$ cat config.mk
export PLATFORM = sky130hd
export DESIGN_NAME = text_word_line_scanner
export DESIGN_NICKNAME = d
export VERILOG_FILES = /design/src/rtl/twls_pkg.sv /design/src/rtl/text_word_line_scanner.sv /design/src/rtl/twls_front.sv /design/src/rtl/twls_queue.sv /design/src/rtl/twls_back.sv
export SDC_FILE = /design/constraint.sdc
export NUM_CORES = 1
export LEC_CHECK = 0
export ABC_CLOCK_PERIOD_IN_PS = 22300
export BUFFER_PORTS_ARGS = -buffer_cell sky130_fd_sc_hd__buf_2
export CAP_MARGIN = 30
export CORE_MARGIN = 1.5
export CORE_UTILIZATION = 45
export CTS_BUF_LIST = sky130_fd_sc_hd__clkbuf_8 sky130_fd_sc_hd__clkbuf_16
export DETAILED_ROUTE_END_ITERATION = 8
export PLACE_DENSITY_LB_ADDON = 0.12
export SETUP_SLACK_MARGIN = 0.05
export SLEW_MARGIN = 5
export SYNTH_ARGS = -nofsm -noshare
export SYNTH_HDL_FRONTEND = slang
export SYNTH_HIERARCHICAL = 1
export SYNTH_SLANG_ARGS = --single-unit
export TNS_END_PERCENT = 30
$ cat constraint.sdc
create_clock -name clk_i -period 22.3 [get_ports clk_i]
set_clock_uncertainty 0.05 [all_clocks]
set_input_delay 1.115 -clock clk_i [delete_from_list [all_inputs] [get_ports clk_i]]
set_output_delay 1.115 -clock clk_i [all_outputs]
set_load 0.05 [all_outputs]
$ cat src/rtl/twls_pkg.sv
// twls_pkg: shared types, constants and helpers of the text word/line scanner
// used by every module of the scanner; no dependencies
package twls_pkg;

  localparam int MAX_CHARS = 65536;
  localparam int QUEUE_DEPTH = 4;

  localparam logic [16:0] CNT_MAX = 17'((MAX_CHARS < 131071) ? MAX_CHARS : 131071);
  localparam logic [15:0] IDX_MAX = 16'(((MAX_CHARS - 1) < 65535) ? (MAX_CHARS - 1) : 65535);

  localparam logic [15:0] CHAR_TAB = 16'h0009;
  localparam logic [15:0] CHAR_LF  = 16'h000A;
  localparam logic [15:0] CHAR_CR  = 16'h000D;
  localparam logic [15:0] CHAR_SP  = 16'h0020;
  localparam logic [15:0] CHAR_NEL = 16'h0085;
  localparam logic [15:0] CHAR_LS  = 16'h2028;
  localparam logic [15:0] CHAR_PS  = 16'h2029;

  typedef enum logic [1:0] {
    KIND_WORD = 2'd0,
    KIND_LINE = 2'd1,
    KIND_SUM  = 2'd2
  } record_kind_e;

  typedef enum logic [1:0] {
    PH_SLOT0 = 2'd0,
    PH_SLOT1 = 2'd1,
    PH_SUM   = 2'd2
  } phase_e;

  typedef struct packed {
    record_kind_e kind;
    logic [15:0]  start;
    logic [16:0]  len;
    logic [16:0]  word_total;
    logic [16:0]  line_total;
    logic [16:0]  nonspace_total;
  } span_rec_t;

  // records caused by one input word, in output order
  typedef struct packed {
    logic        v0;
    logic        v1;
    logic        vs;
    span_rec_t   r0;
    span_rec_t   r1;
    logic [16:0] sum_word;
    logic [16:0] sum_line;
    logic [16:0] sum_nonspace;
  } job_t;

  function automatic logic [16:0] sat_inc(input logic [16:0] v);
    return (v < CNT_MAX) ? (v + 17'd1) : CNT_MAX;
  endfunction

endpackage

$ cat src/rtl/text_word_line_scanner.sv
// text_word_line_scanner: word and line span scanner for utf-16 code units
// path: the records of an input word pass through the record queue, then the registered output stage
// throughput: one input word per cycle while the record queue has room;
// the output stage sends one record per cycle while m_axis_tready does not hold it
// reset: async active-low reset clears runs, totals, queue and the mode bit
// depends on twls_pkg, twls_front, twls_queue, twls_back
module text_word_line_scanner import twls_pkg::*; #(
  parameter int QDEPTH = QUEUE_DEPTH
) (
  input  logic        clk_i,
  input  logic        rst_ni,
  input  logic        cfg_valid_i,
  output logic        cfg_ready_o,
  input  logic        cfg_data_i,     // extended_newlines
  input  logic        s_axis_tvalid,
  output logic        s_axis_tready,
  input  logic [15:0] s_axis_tdata,   // char_code
  input  logic        s_axis_tlast,
  output logic        m_axis_tvalid,
  input  logic        m_axis_tready,
  output logic [87:0] m_axis_tdata,   // span_start, span_length, word_total,
                                      // line_total, nonspace_total, zero pad
  output logic [1:0]  m_axis_tuser,   // record_kind
  output logic        m_axis_tlast
);

  logic in_accept, push, pop, full, empty;
  job_t job, head;

  assign cfg_ready_o   = 1'b1;
  assign s_axis_tready = !full;
  assign in_accept     = s_axis_tvalid && s_axis_tready;

  twls_front u_front (
    .clk_i       (clk_i),
    .rst_ni      (rst_ni),
    .cfg_valid_i (cfg_valid_i),
    .cfg_data_i  (cfg_data_i),
    .in_accept_i (in_accept),
    .char_code_i (s_axis_tdata),
    .last_char_i (s_axis_tlast),
    .push_o      (push),
    .job_o       (job)
  );

  twls_queue #(
    .DEPTH (QDEPTH)
  ) u_queue (
    .clk_i       (clk_i),
    .rst_ni      (rst_ni),
    .push_i      (push),
    .push_data_i (job),
    .pop_i       (pop),
    .head_o      (head),
    .full_o      (full),
    .empty_o     (empty)
  );

  twls_back u_back (
    .clk_i         (clk_i),
    .rst_ni        (rst_ni),
    .head_i        (head),
    .empty_i       (empty),
    .pop_o         (pop),
    .m_axis_tvalid (m_axis_tvalid),
    .m_axis_tready (m_axis_tready),
    .m_axis_tdata  (m_axis_tdata),
    .m_axis_tuser  (m_axis_tuser),
    .m_axis_tlast  (m_axis_tlast)
  );

endmodule

$ cat src/rtl/twls_front.sv
// twls_front: classifies each code unit, tracks open runs and totals,
// and hands the records of one word to the queue; depends on twls_pkg
module twls_front import twls_pkg::*; (
  input  logic        clk_i,
  input  logic        rst_ni,
  input  logic        cfg_valid_i,
  input  logic        cfg_data_i,
  input  logic        in_accept_i,
  input  logic [15:0] char_code_i,
  input  logic        last_char_i,
  output logic        push_o,
  output job_t        job_o
);

  logic        ext_q;
  logic        in_word_q, in_word_d;
  logic        in_line_q, in_line_d;
  logic [15:0] wb_q, wb_d, lb_q, lb_d;
  logic [16:0] wl_q, wl_d, ll_q, ll_d;
  logic [16:0] pos_q, pos_d, wc_q, wc_d, lc_q, lc_d, ns_q, ns_d;

  logic        nl, sp, l1, w1, l2, w2, in_line1, in_word1;
  logic [15:0] start_idx, lb1, wb1;
  logic [16:0] ll1, wl1, lc1, wc1, ns1, lc2, wc2, pos1;
  span_rec_t   rec_l1, rec_w1, rec_l2, rec_w2;

  always_comb begin
    nl = (char_code_i == CHAR_LF) || (char_code_i == CHAR_CR) ||
         (ext_q && ((char_code_i == CHAR_LS) || (char_code_i == CHAR_PS) ||
                    (char_code_i == CHAR_NEL)));
    sp = nl || (char_code_i == CHAR_SP) || (char_code_i == CHAR_TAB);
    start_idx = (pos_q < {1'b0, IDX_MAX}) ? pos_q[15:0] : IDX_MAX;

    // line step
    l1       = nl && in_line_q;
    lc1      = l1 ? sat_inc(lc_q) : lc_q;
    in_line1 = !nl;
    lb1      = nl ? 16'd0 : (in_line_q ? lb_q : start_idx);
    ll1      = nl ? 17'd0 : sat_inc(ll_q);

    // word step
    w1       = sp && in_word_q;
    wc1      = w1 ? sat_inc(wc_q) : wc_q;
    in_word1 = !sp;
    wb1      = sp ? 16'd0 : (in_word_q ? wb_q : start_idx);
    wl1      = sp ? 17'd0 : sat_inc(wl_q);
    ns1      = sp ? ns_q : sat_inc(ns_q);
    pos1     = sat_inc(pos_q);

    // flush on last unit
    l2  = last_char_i && in_line1;
    lc2 = l2 ? sat_inc(lc1) : lc1;
    w2  = last_char_i && in_word1;
    wc2 = w2 ? sat_inc(wc1) : wc1;

    rec_l1 = '{kind: KIND_LINE, start: lb_q, len: ll_q, word_total: wc_q,
               line_total: lc1, nonspace_total: ns_q};
    rec_w1 = '{kind: KIND_WORD, start: wb_q, len: wl_q, word_total: wc1,
               line_total: lc1, nonspace_total: ns_q};
    rec_l2 = '{kind: KIND_LINE, start: lb1, len: ll1, word_total: wc1,
               line_total: lc2, nonspace_total: ns1};
    rec_w2 = '{kind: KIND_WORD, start: wb1, len: wl1, word_total: wc2,
               line_total: lc2, nonspace_total: ns1};

    job_o.v0 = l1 || w1 || l2 || w2;
    job_o.v1 = (l1 && w1) || (l1 && w2) || (w1 && l2) || (l2 && w2);
    job_o.vs = last_char_i;
    if (l1) begin
      job_o.r0 = rec_l1;
    end else if (w1) begin
      job_o.r0 = rec_w1;
    end else if (l2) begin
      job_o.r0 = rec_l2;
    end else begin
      job_o.r0 = rec_w2;
    end
    if (l1 && w1) begin
      job_o.r1 = rec_w1;
    end else if (w1 && l2) begin
      job_o.r1 = rec_l2;
    end else begin
      job_o.r1 = rec_w2;
    end
    job_o.sum_word     = wc2;
    job_o.sum_line     = lc2;
    job_o.sum_nonspace = ns1;

    push_o = in_accept_i && (l1 || w1 || last_char_i);

    if (last_char_i) begin
      in_word_d = 1'b0;
      in_line_d = 1'b0;
      wb_d      = '0;
      lb_d      = '0;
      wl_d      = '0;
      ll_d      = '0;
      pos_d     = '0;
      wc_d      = '0;
      lc_d      = '0;
      ns_d      = '0;
    end else begin
      in_word_d = in_word1;
      in_line_d = in_line1;
      wb_d      = wb1;
      lb_d      = lb1;
      wl_d      = wl1;
      ll_d      = ll1;
      pos_d     = pos1;
      wc_d      = wc1;
      lc_d      = lc1;
      ns_d      = ns1;
    end
  end

  always_ff @(posedge clk_i or negedge rst_ni) begin
    if (!rst_ni) begin
      ext_q     <= 1'b0;
      in_word_q <= 1'b0;
      in_line_q <= 1'b0;
      wb_q      <= '0;
      lb_q      <= '0;
      wl_q      <= '0;
      ll_q      <= '0;
      pos_q     <= '0;
      wc_q      <= '0;
      lc_q      <= '0;
      ns_q      <= '0;
    end else begin
      if (cfg_valid_i) begin
        ext_q <= cfg_data_i;
      end
      if (in_accept_i) begin
        in_word_q <= in_word_d;
        in_line_q <= in_line_d;
        wb_q      <= wb_d;
        lb_q      <= lb_d;
        wl_q      <= wl_d;
        ll_q      <= ll_d;
        pos_q     <= pos_d;
        wc_q      <= wc_d;
        lc_q      <= lc_d;
        ns_q      <= ns_d;
      end
    end
  end

endmodule

$ cat src/rtl/twls_queue.sv
// twls_queue: short fifo of per-word record bundles between front and back
// depends on twls_pkg
module twls_queue import twls_pkg::*; #(
  parameter int DEPTH = QUEUE_DEPTH
) (
  input  logic clk_i,
  input  logic rst_ni,
  input  logic push_i,
  input  job_t push_data_i,
  input  logic pop_i,
  output job_t head_o,
  output logic full_o,
  output logic empty_o
);

  localparam int PW = (DEPTH > 1) ? $clog2(DEPTH) : 1;
  localparam int CW = $clog2(DEPTH + 1);
  localparam logic [PW-1:0] PTR_LAST = PW'(DEPTH - 1);
  localparam logic [CW-1:0] CNT_FULL = CW'(DEPTH);

  job_t          mem_q [DEPTH];
  logic [PW-1:0] wr_ptr_q, rd_ptr_q;
  logic [CW-1:0] cnt_q;
  logic          do_push, do_pop;

  assign full_o  = (cnt_q == CNT_FULL);
  assign empty_o = (cnt_q == '0);
  assign head_o  = mem_q[rd_ptr_q];
  assign do_push = push_i && !full_o;
  assign do_pop  = pop_i && !empty_o;

  always_ff @(posedge clk_i) begin
    if (do_push) begin
      mem_q[wr_ptr_q] <= push_data_i;
    end
  end

  always_ff @(posedge clk_i or negedge rst_ni) begin
    if (!rst_ni) begin
      wr_ptr_q <= '0;
      rd_ptr_q <= '0;
      cnt_q    <= '0;
    end else begin
      if (do_push) begin
        wr_ptr_q <= (wr_ptr_q == PTR_LAST) ? '0 : wr_ptr_q + PW'(1);
      end
      if (do_pop) begin
        rd_ptr_q <= (rd_ptr_q == PTR_LAST) ? '0 : rd_ptr_q + PW'(1);
      end
      if (do_push && !do_pop) begin
        cnt_q <= cnt_q + CW'(1);
      end else if (do_pop && !do_push) begin
        cnt_q <= cnt_q - CW'(1);
      end
    end
  end

endmodule

$ cat src/rtl/twls_back.sv
// twls_back: walks the records of the queue head one per cycle, while the output is
// not stalled, into the registered output stage; depends on twls_pkg
module twls_back import twls_pkg::*; (
  input  logic        clk_i,
  input  logic        rst_ni,
  input  job_t        head_i,
  input  logic        empty_i,
  output logic        pop_o,
  output logic        m_axis_tvalid,
  input  logic        m_axis_tready,
  output logic [87:0] m_axis_tdata,
  output logic [1:0]  m_axis_tuser,
  output logic        m_axis_tlast
);

  phase_e      phase_q, phase_d, phase_eff;
  logic        load, done;
  span_rec_t   rec;
  logic        out_valid_q;
  span_rec_t   out_rec_q;
  logic        out_last_q;

  assign load = !empty_i && (!out_valid_q || m_axis_tready);

  // next phase
  always_comb begin
    phase_eff = head_i.v0 ? phase_q : PH_SUM;
    done      = 1'b1;
    phase_d   = phase_q;
    case (phase_eff)
      PH_SLOT0: begin
        if (head_i.v1) begin
          done    = 1'b0;
          phase_d = PH_SLOT1;
        end else if (head_i.vs) begin
          done    = 1'b0;
          phase_d = PH_SUM;
        end
      end
      PH_SLOT1: begin
        if (head_i.vs) begin
          done    = 1'b0;
          phase_d = PH_SUM;
        end
      end
      default: begin
        done = 1'b1;
      end
    endcase
    if (done) begin
      phase_d = PH_SLOT0;
    end
  end

  // record selection
  always_comb begin
    case (phase_eff)
      PH_SLOT0: rec = head_i.r0;
      PH_SLOT1: rec = head_i.r1;
      default: begin
        rec = '{kind: KIND_SUM, start: 16'd0, len: 17'd0,
                word_total: head_i.sum_word, line_total: head_i.sum_line,
                nonspace_total: head_i.sum_nonspace};
      end
    endcase
    pop_o = load && done;
  end

  always_ff @(posedge clk_i or negedge rst_ni) begin
    if (!rst_ni) begin
      phase_q     <= PH_SLOT0;
      out_valid_q <= 1'b0;
    end else begin
      if (load) begin
        phase_q     <= phase_d;
        out_valid_q <= 1'b1;
      end else if (m_axis_tready) begin
        out_valid_q <= 1'b0;
      end
    end
  end

  always_ff @(posedge clk_i) begin
    if (load) begin
      out_rec_q  <= rec;
      out_last_q <= done;
    end
  end

  assign m_axis_tvalid = out_valid_q;
  assign m_axis_tuser  = out_rec_q.kind;
  assign m_axis_tlast  = out_last_q;
  assign m_axis_tdata  = {4'd0, out_rec_q.nonspace_total, out_rec_q.line_total,
                          out_rec_q.word_total, out_rec_q.len, out_rec_q.start};

endmodule
# [Word-level counts from Yosys, hierarchy flattened]
# Memory sizes are Yosys's and may differ from the RTL's.
# Cells that the tools add are included.
[classes] addsub=12 n_mul=0 n_div=0 order_cmp=9 eq_ne=11 shift=0 mux=52 n_bitwise=0 reduce_logical=44
[ops] cell="17-bit 2-to-1 mux" n=21
[ops] cell="86-bit 2-to-1 mux" n=3
[ops] cell="86-bit one-hot mux with 2 select lines" n=1
[ops] cell="85-bit 2-to-1 mux" n=2
[ops] cell="17-bit by 1-bit adder with 17-bit output, second input constant" n=8
[ops] cell="17-bit less-than comparator, second input constant" n=8
[ops] cell="16-bit 2-to-1 mux" n=7
[ops] cell="16-bit by 4-bit == test with 1-bit output, second input constant" n=3
[ops] cell="16-bit by 14-bit == test with 1-bit output, second input constant" n=2
[ops] cell="1-bit logical AND" n=17
[ops] cell="17-bit by 16-bit less-than comparator with 1-bit output, second input constant" n=1
[ops] cell="16-bit by 6-bit == test with 1-bit output, second input constant" n=1
[ops] cell="16-bit by 8-bit == test with 1-bit output, second input constant" n=1
[ops] cell="1-bit logical OR" n=14
[ops] cell="2-bit 2-to-1 mux" n=6
[ops] cell="1-bit 2-to-1 mux" n=8
[ops] cell="1-bit zero test" n=7
[ops] cell="3-bit 2-to-1 mux" n=2
[ops] cell="2-bit by 1-bit adder with 2-bit output, second input constant" n=2
[ops] cell="2-bit == test, second input constant" n=2
[ops] cell="2-bit one-hot mux with 2 select lines" n=1
[ops] cell="2-bit nonzero test" n=2
[ops] cell="3-bit by 1-bit adder with 3-bit output, second input constant" n=1
[ops] cell="3-bit == test, second input constant" n=1
[ops] cell="other kinds (7)" n=7
[totals] ff_bits=234 latchBits=0 ram_bits=904 rom_bits=0 input_bits=23 out_inout_bits=94 mem_count=1
[memory_table] name="u_queue.mem_q" words=4 width=226 read_ports=1 rd_clocked_by_memory_dff=0 wr=1 line="twls_queue.sv:21" rtl="job_t mem_q [DEPTH];"

# [Longest topological paths before layout]
# Gate-level depths: netlist of the first run.
[logic_depth] depth_word=16 ltp_mapped=16 depth_no_buf=14

# [Modules after synthesis]
# The synthesis of the first run kept the hierarchy.
[modules_own_cells] mod="twls_queue" n_inst=1 cells_each=1218 area_per_inst_um2=33284.4
[modules_own_cells] mod="twls_front" n_inst=1 cells_each=1592 area_per_inst_um2=11730.0
[modules_own_cells] mod="twls_back" n_inst=1 cells_each=357 area_per_inst_um2=4431.8
[modules_own_cells] mod="text_word_line_scanner" n_inst=1 cells_each=4 area_per_inst_um2=21.3

# [Worst setup path after synthesis of the first run]
# No wires, ideal clock.
[synth_path] path_kind="input port to flip-flop" from="in s_axis_tdata[8]" to="mem u_queue/mem_q[3][0] in the netlist's numbering, enable pin" t_arrival_ns=12.524 required_ns=21.430 slack_ns=8.906 cell_stages=9 cell_sequence="nor4_1 nand4b_1 o32ai_1 buf_2 o21a_1 nor2_1 a21oi_1 nand2_1 nor2_1"
[synth_via] elab_chain_len=14 word_cells_on_any_way=22
[synth_lines] item="start, declared" line="text_word_line_scanner.sv:17" rtl="input logic [15:0] s_axis_tdata,"
[synth_lines] item="16-bit by 14-bit == test with 1-bit output" line="twls_front.sv:29" rtl="(ext_q && ((char_code_i == CHAR_LS) || (char_code_i == CHAR_PS) ||"
[synth_lines] item="1-bit logical OR (2 in a row)" line="twls_front.sv:29"
[synth_lines] item="1-bit logical AND" line="twls_front.sv:29"
[synth_lines] item="1-bit logical OR" line="twls_front.sv:28" rtl="nl = (char_code_i == CHAR_LF) || (char_code_i == CHAR_CR) ||"
[synth_lines] item="1-bit logical OR (2 in a row)" line="twls_front.sv:31" rtl="sp = nl || (char_code_i == CHAR_SP) || (char_code_i == CHAR_TAB);"
[synth_lines] item="1-bit logical AND" line="twls_front.sv:42" rtl="w1 = sp && in_word_q;"
[synth_lines] item="1-bit logical OR (*) (2 in a row)" line="twls_front.sv:88" rtl="push_o = in_accept_i && (l1 || w1 || last_char_i);"
[synth_lines] item="1-bit logical AND (*)" line="twls_front.sv:88"
[synth_lines] item="named net push" line="text_word_line_scanner.sv:27" rtl="logic in_accept, push, pop, full, empty;"
[synth_lines] item="1-bit logical AND (*)" line="twls_queue.sv:29" rtl="assign do_push = push_i && !full_o;"
[synth_lines] item="1-bit 2-to-1 mux (*)" line="twls_queue.sv:33" rtl="if (do_push) begin"
[synth_lines] item="1-bit 2-to-1 mux (not written as such) (*)" line="twls_queue.sv:34" rtl="mem_q[wr_ptr_q] <= push_data_i;"
[synth_lines] item="end, declared" line="twls_queue.sv:21"
# The timed path passes the listed nets; every way through them passes the cells marked *.

# [Worst setup path in the final report of the first run]
[layout_path] from="in s_axis_tdata[8]" to="mem u_queue/mem_q[0][35] in the netlist's numbering, enable pin"
[layout_via] elab_chain_len=14 word_cells_on_any_way=22
[layout_lines] item="16-bit by 14-bit == test with 1-bit output" line="twls_front.sv:29"
[layout_lines] item="1-bit logical OR (2 in a row)" line="twls_front.sv:29"
[layout_lines] item="1-bit logical AND" line="twls_front.sv:29"
[layout_lines] item="1-bit logical OR" line="twls_front.sv:28"
[layout_lines] item="1-bit logical OR (2 in a row)" line="twls_front.sv:31"
[layout_lines] item="1-bit logical AND" line="twls_front.sv:42"
[layout_lines] item="1-bit logical OR (*) (2 in a row)" line="twls_front.sv:88"
[layout_lines] item="1-bit logical AND (*)" line="twls_front.sv:88"
[layout_lines] item="named net push" line="text_word_line_scanner.sv:27"
[layout_lines] item="1-bit logical AND (*)" line="twls_queue.sv:29"
[layout_lines] item="named net u_queue.do_push" line="twls_queue.sv:24" rtl="logic do_push, do_pop;"
[layout_lines] item="1-bit 2-to-1 mux (*)" line="twls_queue.sv:33"
[layout_lines] item="1-bit 2-to-1 mux (not written as such) (*)" line="twls_queue.sv:34"
# Marks and branches as above.

==> results of run 1 <==
-- synthesized netlist by cell type, types with 19 or more instances --
cell       count
nor2_1       201
a22oi_1       29
nand2_1      236
nand3_1       55
a21oi_1      103
inv_1         33
edfxtp_1     991
o22ai_1       27
xor2_1        20
clkbuf_1     113
or3_1         19
and3_1        31
a22o_1        39
buf_2         32
mux4_2       226
o211ai_1      27
o21ai_0      247
dfrtp_1      147
nand2b_1      24
o2bb2ai_1     49
mux2i_1      101
buf_12        22
nor3_1        51
-- cell type report --
type                            instances  area, um^2  share of cell area
Clock inverter                         97       827.0             0.01491
Timing Repair Buffer                  193        1451             0.02617
Clock buffer                          129        3149             0.05679
Sequential cell                      1138       33450              0.6031
Multi-Input combinational cell       1800       14690              0.2648
Tap cell                             1414        1769             0.03190
Inverter                               34       127.6            0.002301
-- flip-flops by register name, summed over array words and instances (netlist names) --
| signal | cells |
|---|---|
| u_front/ext_q | 1 |
| u_front/ll_q | 17 |
| u_back/m_axis_tvalid | 1 |
| u_front/pos_q | 17 |
| u_queue/rd_ptr_q | 2 |
| u_front/lb_q | 16 |
| u_back/m_axis_tdata | 84 |
| u_queue/mem_q | 904 |
| u_front/wl_q | 17 |
| u_queue/wr_ptr_q | 2 |
| u_front/lc_q | 17 |
| u_front/ns_q | 17 |
| u_front/wb_q | 16 |
| u_front/in_line_q | 1 |
| u_back/phase_q | 2 |
| u_front/wc_q | 17 |
| u_queue/cnt_q | 3 |
| u_back/m_axis_tlast | 1 |
| u_front/in_word_q | 1 |
| u_back/m_axis_tuser | 2 |
-- worst max-delay path, delay by kind of cell --
| family | cells | cell delay, ns |
|---|---|---|
| AND/OR/NAND/NOR | 5 | 1.87 |
| AO/OA/AOI/OAI | 3 | 1.29 |
| buffers and inverters | 5 | 2.06 |
-- final timing paths --
kind                            slack [ns]            start                   end  cells past startpoint
worst max-delay path                 16.10  s_axis_tdata[8]  u_queue/mem_q[0][35]                     13
worst min-delay path                  0.32           rst_ni      u_front/pos_q[3]                      1
worst max register to register       16.68    u_front/ext_q  u_queue/mem_q[0][35]                     12
worst min register to register        0.47  u_front/lb_q[4]       u_front/lb_q[4]                      1
max in group asynchronous            20.02           rst_ni       u_front/ll_q[4]                      4
min in group clk_i                    0.47  u_front/lb_q[4]       u_front/lb_q[4]                      1
-- cell families after synthesis --
family,Yosys count,synth area share
other,3,0.0002276
AND/OR/NAND/NOR,732,0.07011
XOR/XNOR,37,0.006551
flip-flops,1138,0.6759
multiplexers,338,0.1258
adder cells (fa/ha/maj),15,0.003946
AO/OA/AOI/OAI,671,0.08840
buffers and inverters,237,0.02899
-- power by group through the flow --
stage | Sequential [mW] | Clock, mW | Combinational, mW
after floorplan | 3.25 | 0 | 1.27
after global placement | 2.96 | 0 | 1.98
after detailed placement | 2.97 | 0 | 2.01
after CTS | 2.93 | 2.03 | 2.02
after global routing | 2.96 | 2.10 | 2.16
final | 2.93 | 1.98 | 2.00
-- routing by layer --
layer	vias up	wire, um	share of wire	global-route usage
li1	12830	-	-	-
met1	14910	51800	0.43	0.2931
met2	952	59560	0.49	0.3651
met3	207	6516	0.054	0.03290
met4	0	3103	0.026	0.06286
met5	-	0	0	0
==> results.txt, run 1 <==
The area enclosed by the die boundary came out at ~110000 um^2. Across the run, the number of max-cap violations was 0. For this run, the number of Yosys warnings is 6. The detailed-route via count is roughly 29000. The internal power of the cells totals 4.647 mW. Measured along the x axis, the die boundary spans ~330 um. The layout filler cell count came out at between 9000 and 10000. The synthesis-to-layout area growth came out at 12.11%. The clock tree from TritonCTS is yes. The via count of the first global-routing pass came out at ~30000.

The total instance count after detailed placement came out at 4570. The area of the mapped netlist is roughly 50000 um^2. The final routed DRC violation total came out at 0.

At the worst endpoint, the required time is roughly 23 ns. Of the available clock period, the critical path in the final layout requires 0.2781. Data arrives at the worst endpoint at 6.49 ns. After synthesis, the cell types taking the most area are edfxtp_1, mux4_2, dfrtp_1. Counting distinct cell types in the post-synthesis netlist gives 89.

The switching power share of the total came out at 0.3267. For this design, the slowest cell found on the critical path is buf_4. The total of flip-flops plus latches after synthesis is about 1100. The final cell utilization of the core is 0.5088. The first-pass detailed-route iteration total came out at 6. Setup repair after global routing left no endpoint under its margin.

The placer's final routability congestion estimate is approximately 0.89. The CTS H-tree depth is 3. In the post-route analysis, the smallest setup slack over all paths is roughly 16 ns. Of all nets on the critical path, the largest fanout is 55. The number of nets with antenna violations after detailed routing is 0. The global-route congestion overflow total came out at 0. For this run, the leading register cell type out of synthesis is edfxtp_1. Counting stages on the worst path, the most repeated cell is buf_4. The power spent charging and discharging nets is between 2 and 2.5 mW.

The worst stage delay on the critical path came out at around 0.75 ns. The wire length per cell came out at between 20 and 30 um. The number of top-level design ports came out at around 120.

The post-DP HPWL is between 70000 and 80000 um. The insertion delay to the later sink of the worst-skew pair is approximately 0.73 ns. The first global-routing pass estimated 184500 um of wire. The max-slew violation count came out at 0. The worst setup path is captured at a register.

The sequential power share is 0.424. The relative slew slack came out at 0.2407. Measured along the y axis, the die boundary spans roughly 330 um. The per-cell via count in the routed design is ~6. The count of port buffers added during placement came out at about 110. In the layout the commonest cells are edfxtp_1, o21ai_0, nand2_1. In this run the power density over the cells is ~120 nW/um^2. Before CTS, the worst setup slack after placement is about 15 ns. The post-route setup TNS is 0 ns. The signal on the critical path passes through buf_2 > nor4_1 > nand4_1 > o22ai_2 > o21a_1 > nor2_1 > buf_4 > a21oi_1 > nor2b_1 > and2_4 > buf_16 > buf_4 > buf_4. The final net count came out at approximately 3300. For this block, the initial DRC count from the detailed router was 2598. The maximum clock path buffer count is 3. The worst setup path is of the in2reg kind.

The number of endpoints with negative hold slack in the final report is 0. The hold buffer count at cts is 0. The cell count after synthesis is roughly 3200. The portion of total power attributed to the clock network came out at 0.287. Row generation in the floorplan step produced between 100 and 150 rows. With fillers left out, the area of the finished cells amounts to approximately 55000 um^2.

The worst IR drop on VDD came out at around 0.074 mV. The share of flip-flops with an asynchronous set or reset came out at 0.1292. The number of gates given a new drive strength after cts is 0. The root buffer cell chosen for the clock tree is clkbuf_16.

The worst hold path belongs to the class in2async. At the pin with the least slew margin, the transition time is about 1.1 ns. The fraction of the yosys area taken by sequential cells came out at 0.6759. After layout, the design draws a total of between 6 and 7 mW. The part of the total power dissipated in combinational logic came out at 0.289. Of the post-synthesis cell area, the dominant cell type holds 0.6016.

The number of antenna violations at the first check in global routing is 1. The total leakage power came out at approximately 19 nW. The largest net degree at the start of global routing is 159. The post-placement cell area is around 51000 um^2. After clock tree synthesis, the setup repair step added 0 buffers. The number of synthesized flops with an enable pin came out at just under 1000. The maximum operating frequency came out at 161.2 MHz. The TritonCTS sink count is between 1000 and 1500. The minimum period implied by the final worst setup slack is just over 6 ns.

The final number of setup-violating endpoints is 0. After synthesis, the mean cell area works out to approximately 16 um^2. The placeable core region is between 100000 and 150000 um^2. In this run, CTS created clock tree buffers numbering 120. The largest area contributor in the synthesized netlist is edfxtp_1. The total length of routed wires is approximately 120000 um.

The aggregate global-route resource usage came out at 0.2170. The fraction of layout instances using a drive strength above 1 came out at 0.1940. STA classifies the critical path startpoint as an input pin.

The flow ran to the end, and the final reports show no timing, DRC or antenna violations. The initial utilization of the core area, before any placement, comes to 0.4538. Excluding fillers, the count of instances in the completed layout stands at about 4800. Leaving out fill and tap cells, the most frequent cell in the layout is edfxtp_1.

After clock tree synthesis, the clock-pin slew on the worst setup and hold paths is about 0.06 ns. The count of inserted antenna diode cells is 0. On the final layout, the worst hold slack is between 0.3 and 0.4 ns.
No activity file was read; power rests on OpenSTA's default activity.
==> run 2, diff against run 1 <==
--- a/config.mk
+++ b/config.mk
@@ -5,7 +5,7 @@
 export SDC_FILE = /design/constraint.sdc
 export NUM_CORES = 1
 export LEC_CHECK = 0
-export ABC_CLOCK_PERIOD_IN_PS = 22300
+export ABC_CLOCK_PERIOD_IN_PS = 5000
 export BUFFER_PORTS_ARGS = -buffer_cell sky130_fd_sc_hd__buf_2
 export CAP_MARGIN = 30
 export CORE_MARGIN = 1.5
==> constraint.sdc (replaced) <==
create_clock -name clk_i -period 5 [get_ports clk_i]
set_clock_uncertainty 0.05 [all_clocks]
set_input_delay 0.25 -clock clk_i [delete_from_list [all_inputs] [get_ports clk_i]]
set_output_delay 0.25 -clock clk_i [all_outputs]
set_load 0.05 [all_outputs]
==> results.txt, run 2 (same netlist as run 1, synthesis figures left out) <==
The die boundary height is 334.6 um (unchanged). The critical path's slowest cell is a21oi_1. The aggregate global-route resource usage is 0.2172 (+0.0002178). The min-delay analysis places its worst path in the category in2async.

TritonCTS built the clock tree. STA classifies the critical path startpoint as a register. The layout filler cell count came to 9076 (+0.30%). The insertion delay to the later sink of the worst-skew pair came out at 0.71 ns (-0.02 ns).

The number of top-level design ports came out at 117 (unchanged). The number of max-capacitance violations reported is 0 (unchanged). The x dimension of the die came out at 334.6 um (unchanged).

The final cell utilization of the core was 0.5099 (+0.001136). The transition at the pin with the smallest max-transition slack is 1.067 ns (-0.07181 ns). The number of antenna violations at the first check in global routing came to 2 (+1).

The TritonCTS sink count came out at 1138 (unchanged). The final net count came out at 3346 (+0.63%). The multi-input gate area in the final layout was 14740 um^2 (+0.37%).

The worst IR drop on VDD was 0.3457 mV (+370%). The category of the critical setup timing path is reg2reg. The relative slew slack came out at 0.2860 (+0.04524). The final number of setup-violating endpoints is 0 (unchanged). The clock transition time at the flip-flop clock pins of the worst setup and hold paths is 0.06 ns (about the same). The total leakage power came out at 19.00 nW (+0.66%).

The library cell used most frequently in the layout, excluding fill and tap cells, is edfxtp_1. The largest net degree at the start of global routing was 101 (-36%). Setup repair after global routing left no endpoint under its margin. The total power divided by cell area is 546.7 nW/um^2 (+340%). The number of flip-flops in the largest register is 904 (unchanged). The launching point of the worst reg2reg path is u_front/ext_q. The total CTS buffers came to 119 (-0.83%). The data arrival time of the critical path came out at 4.52 ns (-1.97 ns). The violation count after the first detailed-route iteration is 2578 (-0.77%). The fraction of layout instances using a drive strength above 1 is 0.1968 (+0.002731).

The register-to-register setup slack came to 0.88 ns (-15.80 ns). The hold buffer count at cts is 5 (+5). The count of port buffers added during placement came out at 111 (unchanged).

The total length of routed wires is 120700 um (-0.23%). The area taken by flip-flops and latches came to 33450 um^2 (unchanged). The max-slew violation count is 0 (unchanged). The worst hold slack came out at 0.1219 ns (-0.1938 ns).

The initial core utilization came out at 0.4538 (unchanged). The buffer cell driving the clock tree root is clkbuf_16. The number of gates given a new drive strength after cts came to 0 (unchanged). The placer's final routability congestion estimate came out at 0.9000 (+0.60%). The number of post-CTS setup repair buffers came out at 0 (unchanged). The area enclosed by the die boundary is 111900 um^2 (unchanged). The number of nets with antenna violations after detailed routing is 0 (unchanged).

The required time of the worst setup path was 5.40 ns (-17.18 ns). The first-pass detailed-route iteration total came to 5 (-1). The critical-path maximum fanout came out at 9 (-84%). The count of inserted antenna diode cells came out at 0 (unchanged). The per-cell via count in the routed design is 6.007 (-0.13%).

The CTS H-tree depth came out at 3 (unchanged). The register with the most flip-flops is u_queue/mem_q. The floorplan row count came out at 121 (unchanged).

The global-route congestion overflow total came out at 0 (unchanged). Leaving out fill and tap cells, the most frequent cells in the layout are edfxtp_1, o21ai_0, nand2_1. The number of endpoints with negative hold slack in the final report is 0 (unchanged). The post-route setup TNS is 0 ns (unchanged). The placeable core region was 109000 um^2 (unchanged). The worst stage delay on the critical path came out at 0.50 ns (-0.25 ns). The critical path goes through nand3_1 > or3_1 > o22ai_4 > o21ai_1 > a21oi_1 > inv_1 > ha_1 > and4_1 > o211ai_1 > nor2_2 > a211oi_1. The post-DP HPWL came out at 73520 um (+0.26%).

The minimum period implied by the final worst setup slack is roughly 4 ns. The synthesis-to-layout area growth is 12.36%. The worst setup path is captured at a register. The critical path starts at u_front/ext_q. The final routed DRC violation total is 0 (unchanged). The maximum operating frequency came out at between 200 and 250 MHz. Dividing the final minimum period by the clock period gives 0.8242.

The run finished with clean final reports. The via count of the first global-routing pass came out at 29750 (-0.72%). The wire length per cell came out at 25.02 um (-0.62%).

The detailed-route via count is 28980 (+0.27%). The wire length of the first global-routing pass is 184500 um (about the same). The maximum clock path buffer count was 3 (unchanged).
[run 2: worst paths after layout]
kind	end	cells after the start
worst max register to register	u_queue/mem_q[1][48]	11
min in group clk_i	u_front/lb_q[11]	6
worst min register to register	u_front/lb_q[7]	1
max in group asynchronous	u_front/wl_q[1]	3
worst max-delay path	u_queue/mem_q[1][48]	11
worst min-delay path	u_back/m_axis_tvalid	2
[run 2: power by group]
part	leakage, nW	total [mW]	internal [mW]	switching, mW
sequential	11.0	13.0	12.4	0.585
clock	2.03	8.49	4.89	3.60
combinational	5.97	8.90	3.17	5.73
[run 2: critical path: cells and delay by family (launching register included)]
| family | cells | cell delay, ns |
|---|---|---|
| adder cells (fa/ha/maj) | 1 | 0.24 |
| AO/OA/AOI/OAI | 5 | 2.19 |
| AND/OR/NAND/NOR | 4 | 0.90 |
| flip-flops | 1 | 0.39 |
| buffers and inverters | 1 | 0.09 |
[run 2: stage by stage]
stage               power [mW]  cells  area [um^2]  setup slack (ns)
finish                   30.39   4824        55580            0.8788
global route             31.82   4824        55580            0.6400
CTS                      30.81   4822        55550            0.9018
detailed placement       22.29   4594        51690            0.5210
global placement         22.10   4594        51690            0.6744
floorplan                19.99   3175        49560           -0.7527
[run 2: per-layer routing]
metal / routed length, um / track usage / part of all wire
met1: 51960 / 0.2980 / 0.43
met2: 59750 / 0.3638 / 0.49
met3: 6170 / 0.03186 / 0.051
met4: 2819 / 0.05754 / 0.023
met5: 11 / 0 / 0.000091
[run 2: final cells by class]
type / instances / area share
clock buffers: 132 / 0.05720
clock inverters: 91 / 0.01135
inverters: 34 / 0.002296
multi-input cells: 1800 / 0.2652
flip-flops and latches: 1138 / 0.6018
well taps: 1414 / 0.03183
repair buffers: 215 / 0.03037
